`config.mk`:
```
export PLATFORM = sky130hd
export DESIGN_NAME = ppm_chan_core
export DESIGN_NICKNAME = d
export VERILOG_FILES = /design/src/hdl/ppm_pkg.sv /design/src/hdl/ppm_chan_core.sv
export VERILOG_INCLUDE_DIRS = /design/src /design/src/hdl
export SDC_FILE = /design/constraint.sdc
export NUM_CORES = 2
export LEC_CHECK = 0
export ABC_AREA = 1
export BUFFER_PORTS_ARGS = -buffer_cell sky130_fd_sc_hd__buf_2
export CAP_MARGIN = 15
export CORE_AREA = 2 2 264 266
export CTS_BUF_LIST = sky130_fd_sc_hd__clkbuf_4
export CTS_CLUSTER_DIAMETER = 60
export DETAILED_ROUTE_END_ITERATION = 6
export DIE_AREA = 0 0 266 268
export PLACE_DENSITY = 0.71
export SLEW_MARGIN = 20
export SYNTH_ARGS = -nofsm -noshare
export SYNTH_HDL_FRONTEND = slang
export SYNTH_SLANG_ARGS = --single-unit
export TNS_END_PERCENT = 1
```
`constraint.sdc`:
```
create_clock -name i_clk -period 16.8 [get_ports i_clk]
set_input_delay 1.68 -clock i_clk [delete_from_list [all_inputs] [get_ports i_clk]]
set_output_delay 1.68 -clock i_clk [all_outputs]
set_load 0.02 [all_outputs]
```
`src/hdl/peak_program_meter_macros.svh`:
```
// Assertion macros shared by the meter's RTL files.
// Each macro samples on i_clk and is disabled while i_rst_n is low.
// Define ASSERT_OFF to compile every check away.
`ifndef PEAK_PROGRAM_METER_MACROS_SVH
`define PEAK_PROGRAM_METER_MACROS_SVH

`ifndef ASSERT_OFF
// cons must hold in the same cycle as ante
`define PPM_ASSERT_SAME(lbl, ante, cons) \
    lbl: assert property (@(posedge i_clk) disable iff (!i_rst_n) (ante) |-> (cons)) \
        else $error("ppm assertion failed");
// cons must hold in the cycle after ante
`define PPM_ASSERT_NEXT(lbl, ante, cons) \
    lbl: assert property (@(posedge i_clk) disable iff (!i_rst_n) (ante) |=> (cons)) \
        else $error("ppm assertion failed");
`else
`define PPM_ASSERT_SAME(lbl, ante, cons)
`define PPM_ASSERT_NEXT(lbl, ante, cons)
`endif

`endif

```
`src/hdl/ppm_pkg.sv`:
```
`timescale 1ns / 1ps

package ppm_pkg;

    localparam int NUM_CHANNELS = 8;
    localparam int CH_W         = 3;
    localparam int CH_IDX_W     = (NUM_CHANNELS > 1) ? $clog2(NUM_CHANNELS) : 1;
    localparam int SAMPLE_W     = 16;
    localparam int COEFF_W      = 16;
    localparam int LEVEL_W      = 24;
    localparam int PROD_W       = COEFF_W + LEVEL_W;
    localparam int CFG_IDX_W    = 2;

    // register indexes on the configuration port
    localparam logic [CFG_IDX_W-1:0] REG_ATTACK  = 2'd0;
    localparam logic [CFG_IDX_W-1:0] REG_RELEASE = 2'd1;
    localparam logic [CFG_IDX_W-1:0] REG_FLOOR   = 2'd2;

    localparam logic [COEFF_W-1:0] ATTACK_RESET  = 16'd300;
    localparam logic [COEFF_W-1:0] RELEASE_RESET = 16'd2;
    localparam logic [LEVEL_W-1:0] FLOOR_RESET   = 24'd56525;
    localparam logic [LEVEL_W-1:0] FULL_SCALE    = 24'd8388608;

    typedef struct packed {
        logic [CH_W-1:0]            channel;
        logic signed [SAMPLE_W-1:0] sample;
        logic                       block_end;
    } t_in_item;

    typedef struct packed {
        logic [CH_W-1:0]    out_channel;
        logic [LEVEL_W-1:0] peak_level;
    } t_out_item;

    typedef struct packed {
        logic [COEFF_W-1:0] attack_coeff;
        logic [COEFF_W-1:0] release_coeff;
        logic [LEVEL_W-1:0] floor_level;
    } t_cfg;

endpackage

```
`src/hdl/ppm_chan_core.sv`:
```
`timescale 1ns / 1ps

`include "peak_program_meter_macros.svh"

module ppm_chan_core (
    input  logic              i_clk,
    input  logic              i_rst_n,
    input  logic              i_update,
    input  ppm_pkg::t_in_item i_item,
    input  ppm_pkg::t_cfg     i_cfg,
    output logic              o_has_result,
    output ppm_pkg::t_out_item o_result
);
    import ppm_pkg::*;

    logic [LEVEL_W-1:0] r_env  [NUM_CHANNELS];
    logic [LEVEL_W-1:0] r_peak [NUM_CHANNELS];

    logic [CH_IDX_W-1:0] idx;
    logic                ch_ok;
    logic [SAMPLE_W-1:0] raw;
    logic [SAMPLE_W-1:0] mag;
    logic [LEVEL_W-1:0]  level;
    logic [LEVEL_W-1:0]  env_cur;
    logic [LEVEL_W-1:0]  peak_cur;
    logic                go_release;
    logic [COEFF_W-1:0]  mul_k;
    logic [LEVEL_W-1:0]  mul_d;
    logic [PROD_W-1:0]   prod;
    logic [LEVEL_W-1:0]  step;
    logic                step_up;
    logic [LEVEL_W-1:0]  n_env;
    logic [LEVEL_W-1:0]  n_peak;

    assign idx   = i_item.channel[CH_IDX_W-1:0];
    assign ch_ok = ({1'b0, i_item.channel} < (CH_W+1)'(NUM_CHANNELS));

    // magnitude; the most negative sample maps to 32768
    assign raw   = i_item.sample;
    assign mag   = raw[SAMPLE_W-1] ? (~raw + 1'b1) : raw;
    assign level = {mag, 8'h00};

    assign env_cur  = r_env[idx];
    assign peak_cur = r_peak[idx];

    // release: e - ceil(rel*e / 2^16); attack: e + floor(att*(M-e) / 2^16)
    assign go_release = (env_cur > level);
    assign mul_k      = go_release ? i_cfg.release_coeff : i_cfg.attack_coeff;
    assign mul_d      = go_release ? env_cur : (level - env_cur);
    assign prod       = PROD_W'(mul_k) * PROD_W'(mul_d);
    assign step       = prod[PROD_W-1:COEFF_W];
    assign step_up    = |prod[COEFF_W-1:0];
    assign n_env      = go_release ? (env_cur - step - LEVEL_W'(step_up))
                                   : (env_cur + step);
    assign n_peak     = (n_env > peak_cur) ? n_env : peak_cur;

    always_ff @(posedge i_clk) begin
        if (!i_rst_n) begin
            for (int c = 0; c < NUM_CHANNELS; c++) begin
                r_env[c]  <= '0;
                r_peak[c] <= '0;
            end
        end else if (i_update && ch_ok) begin
            r_env[idx]  <= n_env;
            r_peak[idx] <= i_item.block_end ? '0 : n_peak;
        end
    end

    assign o_has_result         = ch_ok && i_item.block_end;
    assign o_result.out_channel = i_item.channel;
    assign o_result.peak_level  = (n_peak < i_cfg.floor_level) ? i_cfg.floor_level : n_peak;

    `PPM_ASSERT_SAME(a_env_bounded, i_update && ch_ok, n_env <= FULL_SCALE)

endmodule

```
== Word level (Yosys, flattened, before mapping) ==
Memory sizes are Yosys's and may differ from the RTL's.
Cells that the tools add are included.

* Bitwise operators: 1
* Mux-type cells: 17
* Order comparisons: 3
* $mul: 1
* Reductions and logical operators: 3
* Add/sub/neg operators: 5

{| class="wikitable"
|+ Operator list
! operator !! count
|-
| $mux 24 || 7
|-
| $gt 24x24->1 || 2
|-
| $reduce_or 24->1 || 2
|-
| $sub 24x24->24 || 2
|-
| $mul 16x24->40 || 1
|-
| $mux 16 || 2
|-
| $add 24x24->24 || 1
|-
| $lt 24x24->1 || 1
|-
| $sub 24x1->24 || 1
|-
| $add 16x1->16 const B || 1
|-
| $not 16->16 || 1
|-
| $reduce_or 16->1 || 1
|-
| $mux 1 || 6
|-
| $mux 3 || 2
|}

* Memory bits (writable): 384
* Flip-flop bits (word level): 0
* Memories kept: 2
* Input port bits: 79

{| class="wikitable"
|+ Memories
! memory !! depth !! width !! rd ports !! clocked after memory_dff !! wr ports !! line !! source
|-
| r_env || 8 || 24 || 1 || 0 || 8 || ppm_chan_core.sv:16 || <nowiki>logic [LEVEL_W-1:0] r_env [NUM_CHANNELS];</nowiki>
|-
| r_peak || 8 || 24 || 1 || 0 || 8 || ppm_chan_core.sv:17 || <nowiki>logic [LEVEL_W-1:0] r_peak [NUM_CHANNELS];</nowiki>
|}

== Depth between registers and ports, before layout ==
* Depth after elaboration: 13
* Gate-level depth with buffers: 90

== Least setup slack after synthesis ==
No wires, ideal clock.

* Path kind: input -> output
* Start: input i_item[17] in the netlist's numbering
* End: output o_result[10] in the netlist's numbering
* Slack: -0.149 ns
* Stages on the path: 78
* Arrival: 15.269 ns
* Cell sequence: buf_6 -> inv_6 -> buf_6 -> nand2_1 -> inv_2 -> clkbuf_1 -> buf_1 -> a221oi_1 -> nand2_1 -> inv_1 -> ha_1 -> a21oi_1 -> o21ai_0 -> a21oi_1 -> nor2_1 -> nor2_1 -> nand2_2 -> buf_6 -> [42 not listed] -> nand2_1 -> nor3_1 -> nand3_1 -> a21oi_1 -> nor2_1 -> nor2_2 -> inv_2 -> buf_2 -> o21ai_2 -> ha_1 -> a21oi_1 -> nor2_1 -> a211oi_1 -> o221ai_1 -> a21oi_1 -> clkbuf_1 -> nand3_1 -> nand2_1

{| class="wikitable"
|+ RTL lines
! element !! line !! source
|-
| start, declared || ppm_chan_core.sv:9 || <nowiki>input ppm_pkg::t_in_item i_item,</nowiki>
|-
| end, declared || ppm_chan_core.sv:12 || <nowiki>output ppm_pkg::t_out_item o_result</nowiki>
|}

==> flow_metrics.tcl <==
set metrics [dict create \
    htree_num_levels 3 \
    tightest_slew_ns 0.909 \
    crit_path_top_delay_cell "fa_1" \
    clk_path_buf_depth 3 \
    final_cells 5750 \
    ys_top_cells_by_area "edfxtp_1, fa_1, ha_1" \
    cts_sinks 384 \
    grt_pass1_vias 32000 \
    syn2layout_area_growth_pct 25.2 \
    drive_gt1_share_pct 26.9 \
    syn_nets 4718 \
    slew_headroom_pct 39.4 \
    synthDistinctLibCells 57 \
    grtUsageTotal_pct 32.2 \
    vias 31400 \
    synth-async-reset-ratio_pct 0 \
    rr_worst_depth 66 \
    cts_buffers 84 \
    fin_crit_ns 16.73 \
    die_area_sq_um 71300 \
    synth_top_area_cell "edfxtp_1" \
    cp_max_fo 20 \
    rows 96 \
    cp-start-kind "input pin" \
    die_height_um 268 \
    ant_nets 0 \
    endpoint_kind "output port" \
    setup_viol 0 \
    drt_iter0_markers 2694 \
    netlist_area_sq_um 35400 \
    clock.fmax_mhz 59.8 \
    run_status "finished clean" \
    ys_seq_area_share_pct 32.6 \
    worst_slack_ns 0.0743 \
    grt_pass1_wl_um 176000 \
    port_buffers 106 \
    vias_per_cell 5.45 \
    grt_overflow 0 \
    slowest_delay_ns 0.60 \
    place_inst 5541 \
    finalHoldViolCount 0 \
    grt_max_degree 50 \
    postSynthCellCount 4088 \
    yosys_warnings 0 \
    cts_tree "built" \
    clock_latency_ns 0.82 \
    syn_avg_cell_area_sq_um 8.65 \
    synth_edf_count 384 \
    hold_path_depth 7 \
    die_w_um 266 \
    yosysTopAreaCellShare_pct 32.6 \
    initial_core_util_pct 51.8 \
    hold_buffers 0 \
    maxCapViolCount 0 \
    dp_hpwl_um 86300 \
    route.detailed.drc 0 \
    clock-root-buffer "clkbuf_4" \
    gp_congestion 0.998 \
    crit_path_frequent_cell "buf_4" \
    ys.flop_type "edfxtp_1" \
    drt_wl_total_um 115000 \
    clkTransAtPathRegs_ns 0.07 \
    finalCritPeriodShare_pct 99.6 \
    drv_slew 0 \
    crit_type "in2out" \
    worstPathRequired_ns 15.12 \
    skew_ns 0.0589 \
    wl_per_cell_um 19.9 \
    antenna_found_initial 2 \
    num_io_pins 107 \
    firstDrtPassIters 7 \
    rsz0062_at_grt "yes" \
    coreArea_sq_um 68200 \
    dp_slack_ns -0.766 \
    ys_ff_latch 384 \
    cp_data_arrival_time_ns 15.05 \
    hp-class "reg2reg" \
    nets 5435 \
]
[final cells by class]
class / count / area [sq um]
multi-input combinational: 2819 / 21600
clock buffer: 113 / 848
clock inverter: 35 / 194
tap: 882 / 1100
fill: 5628 / 23900
inverter: 731 / 2780
sequential: 384 / 11500
timing repair buffer: 785 / 6260
antenna: 1 / 2.50
[cell families (layout without fill, tap and decap cells)]
group | count (synthesis) | in the layout | synth area share (%)
AND/OR/NAND/NOR | 1710 | 1712 | 19.9
buffers and inverters | 887 | 1664 | 10.2
adder cells (fa/ha/maj) | 551 | 551 | 26.0
AO/OA/AOI/OAI | 483 | 483 | 9.28
flip-flops | 384 | 384 | 32.6
XOR/XNOR | 73 | 73 | 1.90
other | 0 | 1 | 0
[state kept, by name, indices dropped and copies added, names as in the netlist]
signal,cells
r_peak,192
r_env,192
[timing repair]
| item | 4_1_cts | 5_1_grt |
|---|---|---|
| gates cloned | 1 | 5 |
| hold endpoints to repair | 0 | 0 |
| resized for setup | 77 | 262 |
| pin swaps | 21 | 94 |
| setup endpoints to repair | 24 | 24 |
| setup buffers | 19 | 35 |
[Yosys cell counts (all sizes together) (25+ instances only)]
cell    count
a221oi     54
o21ai     135
clkbuf     61
ha        242
edfxtp    384
buf        95
nor2      667
nand4      39
fa        309
inv       731
a22o       67
nand3     173
xnor2      25
nand2     778
xor2       48
a21oi     143
[path summary, 6_finish.rpt]
check                    start            to  slack [ns]
setup / recovery    i_item[17]   o_result[7]        0.07
hold / removal    r_peak[3][9]  r_peak[5][9]        1.08
setup reg to reg  r_env[1][21]  r_peak[3][4]        4.29
hold reg to reg   r_peak[3][9]  r_peak[5][9]        1.08
[through the flow]
stage | area (sq um) | hold slack, ns | setup TNS [ns] | util (%)
global placement | 41200 | 1.06 | -14.88 | 60.4
finish | 44300 | 1.08 | 0 | 64.9
floorplan | 35400 | 0.827 | -0.700 | -
CTS | 42700 | 1.10 | 0 | 62.6
global route | 44300 | 1.16 | -14.32 | 64.9
detailed placement | 41200 | 1.08 | -17.77 | 60.4
[routing by layer]
metal | wire (um) | vias to the layer above | track usage, % | part of all wire [%]
li1 | - | 14600 | - | -
met1 | 44400 | 15000 | 40.4 | 39
met2 | 56700 | 1455 | 56.3 | 49
met3 | 8390 | 286 | 3.52 | 7.3
met4 | 5170 | 0 | 14.3 | 4.5
met5 | 0 | - | 0 | 0
[critical path: cells and delay by family]
family | cells | cell delay (ns)
simple gates | 26 | 3.12
compound gates | 15 | 2.55
fa+ha+maj | 11 | 4.20
buf+inv | 24 | 3.17
xor+xnor | 2 | 0.27
[layout by cell type (no fill, tap or decap), types with 14 or more instances in the layout]
master,n
o21ai_2,48
a21oi_1,108
o21ai_0,50
xor2_1,37
buf_2,92
ha_1,214
nand3_1,164
edfxtp_1,384
fa_1,301
clkbuf_4,113
nor2_1,625
a22o_1,67
buf_4,633
ha_4,24
nand2_1,688
a221oi_1,37
clkinv_1,18
buf_12,35
inv_1,675
nand2_2,83
o21ai_1,31
a221oi_2,16
a21oi_2,32
nor2_4,14
buf_6,19
nor2_2,28
a22oi_1,19
nand4_1,39
xnor2_1,23
inv_2,46
Power is left out: the tool's default activity adds up to more than one toggle a clock period on the data nets, which glitch-free logic cannot reach.
