===== config.mk =====
export PLATFORM = sky130hd
export DESIGN_NAME = ppm_cfg_regs
export DESIGN_NICKNAME = d
export VERILOG_FILES = /design/src/hdl/peak_program_meter_macros.svh /design/src/hdl/ppm_pkg.sv /design/src/hdl/ppm_cfg_regs.sv
export SDC_FILE = /design/constraint.sdc
export NUM_CORES = 1
export LEC_CHECK = 0
export ABC_AREA = 1
export BUFFER_PORTS_ARGS = -buffer_cell sky130_fd_sc_hd__buf_2
export CAP_MARGIN = 20
export CORE_ASPECT_RATIO = 1.5
export CORE_UTILIZATION = 44
export DETAILED_ROUTE_END_ITERATION = 10
export GPL_ROUTABILITY_DRIVEN = 0
export PLACE_DENSITY = 0.75
export SLEW_MARGIN = 20
export SYNTH_ARGS = -nofsm -noshare
export SYNTH_HDL_FRONTEND = slang
export SYNTH_SLANG_ARGS = --single-unit
export TNS_END_PERCENT = 1

===== constraint.sdc =====
create_clock -name i_clk -period 0.8 [get_ports i_clk]
set_input_delay 0.04 -clock i_clk [delete_from_list [all_inputs] [get_ports i_clk]]
set_output_delay 0.04 -clock i_clk [all_outputs]
set_load 0.02 [all_outputs]

===== src/hdl/peak_program_meter_macros.svh =====
// Assertion macros shared by the meter's RTL files.
// Each macro samples on i_clk and is disabled while i_rst_n is low.
// Define ASSERT_OFF to compile every check away.
`ifndef PEAK_PROGRAM_METER_MACROS_SVH
`define PEAK_PROGRAM_METER_MACROS_SVH

`ifndef ASSERT_OFF
// cons must hold in the same cycle as ante
`define PPM_ASSERT_SAME(lbl, ante, cons) \
    lbl: assert property (@(posedge i_clk) disable iff (!i_rst_n) (ante) |-> (cons)) \
        else $error("ppm assertion failed");
// cons must hold in the cycle after ante
`define PPM_ASSERT_NEXT(lbl, ante, cons) \
    lbl: assert property (@(posedge i_clk) disable iff (!i_rst_n) (ante) |=> (cons)) \
        else $error("ppm assertion failed");
`else
`define PPM_ASSERT_SAME(lbl, ante, cons)
`define PPM_ASSERT_NEXT(lbl, ante, cons)
`endif

`endif


===== src/hdl/ppm_pkg.sv =====
`timescale 1ns / 1ps

package ppm_pkg;

    localparam int NUM_CHANNELS = 8;
    localparam int CH_W         = 3;
    localparam int CH_IDX_W     = (NUM_CHANNELS > 1) ? $clog2(NUM_CHANNELS) : 1;
    localparam int SAMPLE_W     = 16;
    localparam int COEFF_W      = 16;
    localparam int LEVEL_W      = 24;
    localparam int PROD_W       = COEFF_W + LEVEL_W;
    localparam int CFG_IDX_W    = 2;

    // register indexes on the configuration port
    localparam logic [CFG_IDX_W-1:0] REG_ATTACK  = 2'd0;
    localparam logic [CFG_IDX_W-1:0] REG_RELEASE = 2'd1;
    localparam logic [CFG_IDX_W-1:0] REG_FLOOR   = 2'd2;

    localparam logic [COEFF_W-1:0] ATTACK_RESET  = 16'd300;
    localparam logic [COEFF_W-1:0] RELEASE_RESET = 16'd2;
    localparam logic [LEVEL_W-1:0] FLOOR_RESET   = 24'd56525;
    localparam logic [LEVEL_W-1:0] FULL_SCALE    = 24'd8388608;

    typedef struct packed {
        logic [CH_W-1:0]            channel;
        logic signed [SAMPLE_W-1:0] sample;
        logic                       block_end;
    } t_in_item;

    typedef struct packed {
        logic [CH_W-1:0]    out_channel;
        logic [LEVEL_W-1:0] peak_level;
    } t_out_item;

    typedef struct packed {
        logic [COEFF_W-1:0] attack_coeff;
        logic [COEFF_W-1:0] release_coeff;
        logic [LEVEL_W-1:0] floor_level;
    } t_cfg;

endpackage


===== src/hdl/ppm_cfg_regs.sv =====
`timescale 1ns / 1ps

module ppm_cfg_regs (
    input  logic                          i_clk,
    input  logic                          i_rst_n,
    input  logic                          i_cfg_we,
    input  logic [ppm_pkg::CFG_IDX_W-1:0] i_cfg_index,
    input  logic [ppm_pkg::LEVEL_W-1:0]   i_cfg_data,
    output ppm_pkg::t_cfg                 o_cfg
);
    import ppm_pkg::*;

    t_cfg r_cfg;

    always_ff @(posedge i_clk) begin
        if (!i_rst_n) begin
            r_cfg.attack_coeff  <= ATTACK_RESET;
            r_cfg.release_coeff <= RELEASE_RESET;
            r_cfg.floor_level   <= FLOOR_RESET;
        end else if (i_cfg_we) begin
            unique case (i_cfg_index)
                REG_ATTACK:  r_cfg.attack_coeff  <= i_cfg_data[COEFF_W-1:0];
                REG_RELEASE: r_cfg.release_coeff <= i_cfg_data[COEFF_W-1:0];
                REG_FLOOR:   r_cfg.floor_level   <= i_cfg_data;
                default: ;  // unused index: drop the write
            endcase
        end
    end

    assign o_cfg = r_cfg;

endmodule


## After elaboration in Yosys (flattened, before gate mapping)

Index checks and enable logic that the tools add are counted.

| storage, ports and cells | value |
|---|---|
| register bits after elaboration | 56 |
| latch bits | 0 |
| RAM bits | 0 |
| ROM bits | 0 |
| input bits | 29 |
| memories kept | 0 |

| operators by class | value |
|---|---|
| add/subtract/negate cells | 0 |
| $mul | 0 |
| div/mod/pow operators | 0 |
| order comparisons | 0 |
| equality and inequality tests | 2 |
| shift-type cells | 0 |
| multiplexer cells | 0 |
| bitwise gates (word level) | 0 |
| reductions and logical operators | 4 |

Operator list:

| operator | count |
|---|---|
| $reduce_and 2->1 | 3 |
| $eq 2x1->1 const B | 1 |
| $eq 2x2->1 const B | 1 |
| $logic_not 2->1 | 1 |

## Longest topological paths before layout

Gate-level depths: netlist of the first run.

| depth | value |
|---|---|
| depth in word-level cells | 2 |
| gate-level depth with buffers | 6 |
| gate-level depth less buffers | 5 |

## Worst setup path after synthesis of the first run

OpenSTA, ideal clock, no wires.

| timing path | value |
|---|---|
| kind | input -> register |
| start | input port i_cfg_we |
| end | register r_cfg, in the netlist o_cfg[10] |
| arrival time | 0.664 ns |
| required time | 0.670 ns |
| setup slack | 0.007 ns |
| stages on the path | 6 |
| path buffers | 3 |
| path through | buf_2 -> nand3_1 -> buf_4 -> buf_4 -> nand2_1 -> nand3_1 |

| between the ends | value |
|---|---|
| cells in the longest elaborated chain, start to end | 1 |

RTL lines:

| element | RTL line | RTL |
|---|---|---|
| start: declaration | ppm_cfg_regs.sv:6 | `input logic i_cfg_we,` |
| $reduce_and 2->1 (no source line) | -- |  |
| end: declaration | ppm_cfg_regs.sv:13 | `t_cfg r_cfg;` |

No other way between the ends.
A chain may end at the register's enable or synchronous reset.

## Final worst setup path of the first run

| timing path | value |
|---|---|
| start | register r_cfg, in the netlist o_cfg[54] |
| end | output port o_cfg[54] (netlist name) |

RTL lines:

| element | RTL line | RTL |
|---|---|---|
| end: declaration | ppm_cfg_regs.sv:9 | `output ppm_pkg::t_cfg o_cfg` |

No word-level cell between the ends.

==> results.cfg, run 1 <==
[run_status]
run_status = complete, but fails checks
failed_checks = setup timing

[placed_design]
placed_cells = 474
detailed_place_hpwl_um = 3830
io_buffer_count = 84
placedInstanceArea_sq_um = 2810

[worst_setup_path]
worst_r2r_startpoint = o_cfg[48]$_SDFFE_PN1P_
reg2reg_slack_ps = 100
crit_path_max_incr_delay_ps = 360
path_max_fanout = 2
rr_worst_depth = 3
critical_path.startpoint = o_cfg[54]$_SDFFE_PN0P_
required_ps = 760
worst-endpoint-arrival_ps = 780
critPathSlowestCell = dfxtp_2
timing.critical_path.cells = buf_6
worst_setup_start_kind = flop
end_kind = primary output
cpLargestDelayFamily = flip-flops
reg2reg_to = o_cfg[48]$_SDFFE_PN1P_
path_class = flop to primary output
path_buf_inv = 1

[cts]
clk_latency_ps = 300
clockRootBuffer = clkbuf_8
cts_htree_levels = 2
tritoncts = built
cts_max_path_buffers = 2
cts.clk_slew.worst_paths_ps = 100
clock_sinks = 56
tritoncts.num_buffers = 5

[logic_synthesis]
post_synth_inst_count = 335
synth_area_per_cell_sq_um = 6.84
total_standard_cell_area_after_synthesis_sq_um = 2290
synth_most_common_cell = nand2_1
synth_largest_type_area_fraction = 0.489
post-synth-top-area-cell = dfxtp_1
post_synthesis_sequential_element_count = 56
prevailing_post_synth_register_cell = dfxtp_1
synth.top_cells.by_area = dfxtp_1 (49%), nand2_1 (14%), nor2_1 (12%)
postSynthNetCount = 364
synthesis.yosys.warnings = 0
ys_seq_area_frac = 0.489
synth_cell_types = 12
netlist_top_cells_count = nand2_1 (86), nor2_1 (71), dfxtp_1 (56)
post_synth_arst_share = 0
synth_edf_count = 0

[power]
power.clock.fraction = 0.276
power.share.combinational = 0.197
power_uw = 5830
vdd.ir_drop.worst_uv = 1220
pwr-share-seq = 0.527
leakagePower_uw = 0.00179
netSwitchingFraction = 0.279
switch_pwr_uw = 1630
power.density_nw_per_um2 = 1700
power_report.internal_total_uw = 4210

[die]
num_io_pins = 85
fp.coreArea_sq_um = 4930
area_enclosed_by_the_die_boundary_sq_um = 5510
die_y_um = 90.4
dieWidth_um = 60.9
num_rows = 31
start_util = 0.465

[timing]
timing.final.hold_violations = 0
clock_skew_ps = 0
setup-violations-final = 40
post-route-min-period_ps = 822
fmax_mhz = 1220
setup_tns_ps = -295
worst_slew_pin_slew_ps = 242
timing.final.max_slew_violations = 0
rsz0062_at_grt = true
slew_headroom = 0.838
fin_crit_sh = 1.03
final.setup.worst_slack_ps = -22.1

[drt]
postRouteAntennaNets = 0
post_drt_wl_per_cell_um = 12.2
drt_wl_total_um = 6000
vias_per_cell = 4.76
vias = 2346
drt_drc_violations_left = 0
dr.pass1.iters = 5
drt-initial-drc-count = 93

[grt]
grt_pass1_wl_um = 9480
pin_count_of_the_biggest_net_entering_global_routing = 57
grt-ovfl-total = 0
antenna_found_initial = 0
number_of_global_route_vias_before_repair = 2054
grt_use_total = 0.226

[hold_path]
min_delay_worst_type = input port to flop
worst_hold_startpoint = i_cfg_data[8]
holdPathEnd = o_cfg[32]$_SDFFE_PN0P_
holdPathStages = 3

[finish]
final_cell_area_sq_um = 3430
syn_to_final_growth_pct = 49.9
filler_cell_count = 408
final_layout_size_suffix_gt1_frac = 0.377
final_cells = 493
finalNetCount = 455
regArea_sq_um = 1190
multiInputGateArea_sq_um = 886
largest_register_ff_count = 56
diodes = 0

[run]
drv_cap = 0
## placed cells by master, fill, tap and decap left out
cell,synthesis,final
buf_2,13,28
clkbuf_8,0,6
nor2_1,71,70
buf_12,0,4
dfxtp_2,0,56
nand4_1,11,11
clkinvlp_4,0,1
buf_4,2,9
nand3_1,33,33
a21oi_1,12,12
inv_1,43,43
nand2_1,86,86
nor2_2,0,1
dlygate4sd3_1,0,10
buf_6,2,56
clkbuf_1,5,1
## final cells by class
| type | instances | area share |
|---|---|---|
| clock buffers | 7 | 0.0251 |
| inverters | 43 | 0.0470 |
| flip-flops and latches | 56 | 0.347 |
| multi-input cells | 213 | 0.258 |
| clock inverters | 1 | 0.00219 |
| repair buffers | 107 | 0.297 |
| well taps | 66 | 0.0241 |
## power groups by stage
stage	combinational (uW)	clock [uW]	sequential, uW
2_1_floorplan	397	0	3250
3_3_place_gp	919	0	3060
3_5_place_dp	934	0	3070
4_1_cts	1140	1650	3070
5_1_grt	1250	1760	3090
6_report	1150	1610	3070
## cells by family after synthesis
logic type | Yosys count | synth area share
AND/OR/NAND/NOR | 201 | 0.359
flip-flops | 56 | 0.489
buffers and inverters | 66 | 0.125
AO/OA/AOI/OAI | 12 | 0.0262
## worst max path at each step
stage                     slack (ps)  cells past startpoint                endpoint
after floorplan                    7                      6  o_cfg[10]$_SDFFE_PN1P_
after global placement           -30                      6   o_cfg[0]$_SDFFE_PN1P_
after detailed placement         -90                      6  o_cfg[48]$_SDFFE_PN1P_
after CTS                        -40                      1               o_cfg[54]
after global routing             -50                      1               o_cfg[44]
final                            -20                      1               o_cfg[54]
## timing repair
item,in CTS,in global routing
pin swaps,0,0
gates cloned,0,0
setup buffers,1,0
hold buffers,10,0
hold endpoints to repair,10,0
gates resized for setup,168,0
setup endpoints to repair,56,56
## worst min-delay path, cell delays in order
cell    delay (ps)
buf_2          110
nor2_1          50
nor2_1          80
## layer usage
metal / global-route usage / vias to the layer above / wire length (um)
li1: - / 1197 / -
met5: 0 / - / 0
met2: 0.397 / 71 / 3170
met4: 0.0701 / 0 / 78
met3: 0.0559 / 8 / 281
met1: 0.257 / 1070 / 2470
## metrics by stage
| stage | setup WS, ps | util | hold WS [ps] |
|---|---|---|---|
| finish | -22.1 | 0.697 | 10.4 |
| global route | -52.8 | 0.697 | 16.4 |
| CTS | -35.0 | 0.697 | 1.29 |
| detailed placement | -87.4 | 0.571 | 271 |
| global placement | -34.5 | 0.571 | 263 |
| floorplan | 6.56 | - | 175 |
Note: power is estimated with default switching activity, not from simulation.
==> run 2, diff against run 1 <==
CORE_ASPECT_RATIO = 1.2   (was 1.5)
==> run 2 against run 1 <==
The run ends with hold timing, setup timing left. Clock power is essentially flat. Sequential cell count unchanged. Core utilization is 0.73 points lower. Non-clock buffer count did not move. Cell count decreased by 1.2%. Hold slack worse by 14 ps. Setup slack got worse by 12 ps. Via count fell by 0.90%. Critical path depth stayed put. Clock skew did not move. Largest cell class unchanged. Largest power group unchanged.
==> results.cfg, run 2 (same netlist as run 1, synthesis figures left out) <==
[run_status]
run_status = complete, but fails checks
failed_checks = hold timing, setup timing

[worst_setup_path]
path_class = flop to primary output
cp.depth = 1
worst_setup_start_kind = flop
reg2reg_slack_ps = 80
rr_worst_depth = 4
path_max_fanout = 2
crit_path_max_incr_delay_ps = 370
cpLargestDelayFamily = flip-flops
worst-endpoint-arrival_ps = 790
path_buf_inv = 1
required_ps = 760
timing.critical_path.cells = buf_6
end_kind = primary output
critPathSlowestCell = dfxtp_2

[finish]
largest_register_ff_count = 56
finalNetCount = 455
mostFrequentLayoutCell = nand2_1
layout.core_utilization = 0.690
layout.cells.most_common_list = nand2_1 (86), nor2_1 (70), dfxtp_2 (56), buf_6 (56), inv_1 (43)
syn_to_final_growth_pct = 49.8
final_cells = 487
diodes = 0
final_layout_size_suffix_gt1_frac = 0.375
filler_cell_count = 424

[cts]
cts_htree_levels = 2
cts.clk_slew.worst_paths_ps = 100
tritoncts.num_buffers = 5
clk_latency_ps = 310
clockRootBuffer = clkbuf_8
clock_sinks = 56
tritoncts = built
cts_max_path_buffers = 2

[grt]
use_met2 = 0.435
pin_count_of_the_biggest_net_entering_global_routing = 32
grt_pass1_wl_um = 9620
grt-ovfl-total = 0
use_met3 = 0.0590
number_of_global_route_vias_before_repair = 2138
antenna_found_initial = 0
grt_use_met1 = 0.251
grt_use_total = 0.234
top_usage_layer = met2

[timing]
clock_skew_ps = 0
post-route-min-period_ps = 834
fin_crit_sh = 1.04
final.setup.worst_slack_ps = -33.8
fmax_mhz = 1200
timing.final.hold_violations = 1
whs_ps = -3.52
setup_tns_ps = -429
setup-violations-final = 50
rsz0062_at_grt = true
timing.final.max_slew_violations = 0
worst_slew_pin_slew_ps = 203
slew_headroom = 0.865

[hold_path]
min_delay_worst_type = input port to flop
holdPathStages = 3

[die]
num_io_pins = 85
start_util = 0.461
fp.coreArea_sq_um = 4970
area_enclosed_by_the_die_boundary_sq_um = 5500
num_rows = 28
dieWidth_um = 67.9
die_y_um = 81.0

[drt]
post_drt_wl_per_cell_um = 12.7
drt_wl_total_um = 6190
postRouteAntennaNets = 0
drt-initial-drc-count = 162
dr.pass1.iters = 4
vias = 2325
vias_per_cell = 4.77
drt_drc_violations_left = 0

[placed_design]
io_buffer_count = 84
pre_cts_slack_ps = -46.1
placed_cells = 468
detailed_place_hpwl_um = 3890

[power]
vdd.ir_drop.worst_uv = 933
leakagePower_uw = 0.00180
power.density_nw_per_um2 = 1700

[run]
drv_cap = 0
-- run 2: changes by cell type in the layout (fill, tap and decap cells not counted), sizes merged --
cell | previous run | this run
buf | 97 | 96
dlymetal6s4s | 0 | 1
-- run 2: power breakdown --
| part | leakage [uW] | total (uW) | switching (uW) | internal, uW |
|---|---|---|---|---|
| clock | 0.0000445 | 1610 | 901 | 706 |
| combinational | 0.00128 | 1160 | 619 | 540 |
| sequential | 0.000470 | 3070 | 105 | 2960 |
-- run 2: stage by stage --
step	hold slack [ps]	total power (uW)	cell area, sq um
finish	-3.52	5830	3430
global route	2.71	6100	3430
CTS	2.18	5860	3420
detailed placement	268	4000	2800
global placement	260	3980	2800
floorplan	175	3640	2290
-- run 2: layout make-up --
cell class	instances	area (sq um)	area share
clock buffers	7	86.3	0.0252
repair buffers	107	1020	0.298
flip-flops and latches	56	1190	0.347
clock inverters	1	7.51	0.00219
multi-input cells	213	886	0.258
inverters	43	161	0.0470
well taps	60	75.1	0.0219
-- run 2: timing repair --
item                                    4_1_cts  5_1_grt
endpoints found under the setup margin       56       57
resized for setup                           164        5
hold buffers                                 11        0
hold endpoints to repair                     12        0
setup buffers                                 0        0
-- run 2: path summary, 6_finish.rpt --
check,start,to
max,o_cfg[53]$_SDFFE_PN0P_,o_cfg[53]
min reg2reg,o_cfg[6]$_SDFFE_PN1P_,o_cfg[6]$_SDFFE_PN1P_
max reg2reg,o_cfg[16]$_SDFFE_PN0P_,o_cfg[16]$_SDFFE_PN0P_
min,i_cfg_data[8],o_cfg[8]$_SDFFE_PN0P_
-- run 2: metal layers --
layer | share of wire | up-vias | wire, um
met4 | 0.011 | 0 | 70
met2 | 0.53 | 72 | 3270
li1 | - | 1191 | -
met3 | 0.059 | 4 | 366
met1 | 0.40 | 1058 | 2480
met5 | 0 | - | 0
==> run 3, diff against run 2 <==
HOLD_SLACK_MARGIN = 0.1   (was default)
==> run 3 against run 2 <==
Critical endpoint unchanged. Die area did not move. Clock skew did not move. Cell count increased by 3.1%. Register-to-register slack better by 60 ps. Core utilization grew 3.1 points. Global-route usage is 0.91 points higher. Sequential power about the same. Largest cell class unchanged. Largest power group unchanged. The flow finishes with violations (setup timing). Setup slack improved by 0.74 ps. Via count increased by 3.1%. Total power is 1.2% higher. Critical path depth unchanged.
==> results.cfg, run 3 (same netlist as run 1, synthesis figures left out) <==
[die]
fp.coreArea_sq_um = 4970
die_y_um = 81.0
num_io_pins = 85
num_rows = 28
dieWidth_um = 67.9
area_enclosed_by_the_die_boundary_sq_um = 5500
start_util = 0.461

[grt]
pin_count_of_the_biggest_net_entering_global_routing = 32
grt-ovfl-total = 0
number_of_global_route_vias_before_repair = 2258
grt_pass1_wl_um = 10000
grt_use_total = 0.243
antenna_found_initial = 0

[worst_setup_path]
reg2reg_to = o_cfg[36]$_SDFFE_PN0P_
path_max_fanout = 2
critPathSlowestCell = dfxtp_2
end_kind = primary output
worst_setup_start_kind = flop
reg2reg_slack_ps = 140
timing.critical_path.cells = buf_6
crit_path_max_incr_delay_ps = 370
required_ps = 760
cpLargestDelayFamily = flip-flops
worst-endpoint-arrival_ps = 790
path_class = flop to primary output
worst_r2r_startpoint = o_cfg[36]$_SDFFE_PN0P_
rr_worst_depth = 4
path_buf_inv = 1

[cts]
cts_setup_buffers = 0
tritoncts.num_buffers = 5
clk_latency_ps = 310
cts_htree_levels = 2
tritoncts = built
clockRootBuffer = clkbuf_8
cts.clk_slew.worst_paths_ps = 100
clock_sinks = 56
cts_max_path_buffers = 2

[finish]
largest_register_ff_count = 56
layout.cells.most_common_list = nand2_1 (86), nor2_1 (70), buf_6 (57)
mostFrequentLayoutCell = nand2_1
finalNetCount = 470
final_layout_size_suffix_gt1_frac = 0.362
syn_to_final_growth_pct = 56.6
diodes = 0
layout.core_utilization = 0.721

[hold_path]
holdPathStages = 3
worst_hold_startpoint = i_rst_n
holdPathEnd = o_cfg[45]$_SDFFE_PN1P_
min_delay_worst_type = input port to flop

[timing]
rsz0062_at_grt = true
clock_skew_ps = 0
timing.final.max_slew_violations = 0
setup-violations-final = 56
slew_headroom = 0.865
fmax_mhz = 1200
worst_slew_pin_slew_ps = 202
timing.final.hold_violations = 0
post-route-min-period_ps = 833
whs_ps = 144
setup_tns_ps = -468
final.setup.worst_slack_ps = -33.0
fin_crit_sh = 1.04

[drt]
post_drt_wl_per_cell_um = 12.7
dr.pass1.iters = 4
vias = 2396
vias_per_cell = 4.77
drt-initial-drc-count = 142
drt_wl_total_um = 6380
postRouteAntennaNets = 0
drt_drc_violations_left = 0

[placed_design]
io_buffer_count = 84
detailed_place_hpwl_um = 3890
pre_cts_slack_ps = -46.1

[run_status]
failed_checks = setup timing
run_status = complete, but fails checks

[power]
power.density_nw_per_um2 = 1650
vdd.ir_drop.worst_uv = 911
leakagePower_uw = 0.00186

[run]
drv_cap = 0
## run 3: through the flow
step / instance area [sq um] / cells / total power [uW]
floorplan: 2290 / 335 / 3640
global placement: 2800 / 468 / 3980
detailed placement: 2800 / 468 / 4000
CTS: 3570 / 502 / 5920
global route: 3590 / 502 / 6190
finish: 3590 / 502 / 5900
## run 3: final cells by class
cell class / count / area, sq um
Inverter: 43 / 161
Fill cell: 394 / 1390
Multi-Input combinational cell: 213 / 886
Sequential cell: 56 / 1190
Clock inverter: 1 / 7.51
Clock buffer: 7 / 86.3
Timing Repair Buffer: 122 / 1180
Tap cell: 60 / 75.1
## run 3: worst register-to-register path: stages (launching register included)
cell,delay (ps)
dfxtp_2,350
inv_1,40
nand2_1,60
nand2_1,50
nor2_1,100
## run 3: worst max path at each step
stage | startpoint | to | slack, ps | depth (start not counted)
global route | o_cfg[53]$_SDFFE_PN0P_ | o_cfg[53] | -70 | 1
detailed placement | i_cfg_index[0] | o_cfg[17]$_SDFFE_PN0P_ | -50 | 6
floorplan | i_cfg_we | o_cfg[10]$_SDFFE_PN1P_ | 7 | 6
CTS | o_cfg[53]$_SDFFE_PN0P_ | o_cfg[53] | -50 | 1
finish | o_cfg[53]$_SDFFE_PN0P_ | o_cfg[53] | -30 | 1
global placement | i_cfg_index[1] | o_cfg[49]$_SDFFE_PN0P_ | -60 | 6
## run 3: power by group
part           internal (uW)  switching (uW)
combinational            591             631
clock                    706             907
sequential              2960             106
total                   4260            1640
## run 3: timing repair
| action | 4_1_cts | 5_1_grt |
|---|---|---|
| endpoints found under the setup margin | 56 | 59 |
| pin swaps | 0 | 0 |
| gates resized for setup | 164 | 6 |
| hold buffers | 26 | 0 |
| hold endpoints to repair | 52 | 0 |
## run 3: per-layer routing
metal / part of all wire / GRT usage / vias to the layer above
met2: 0.52 / 0.445 / 76
li1: - / - / 1228
met1: 0.41 / 0.269 / 1084
met5: 0 / 0 / -
met3: 0.060 / 0.0562 / 8
met4: 0.017 / 0.0854 / 0
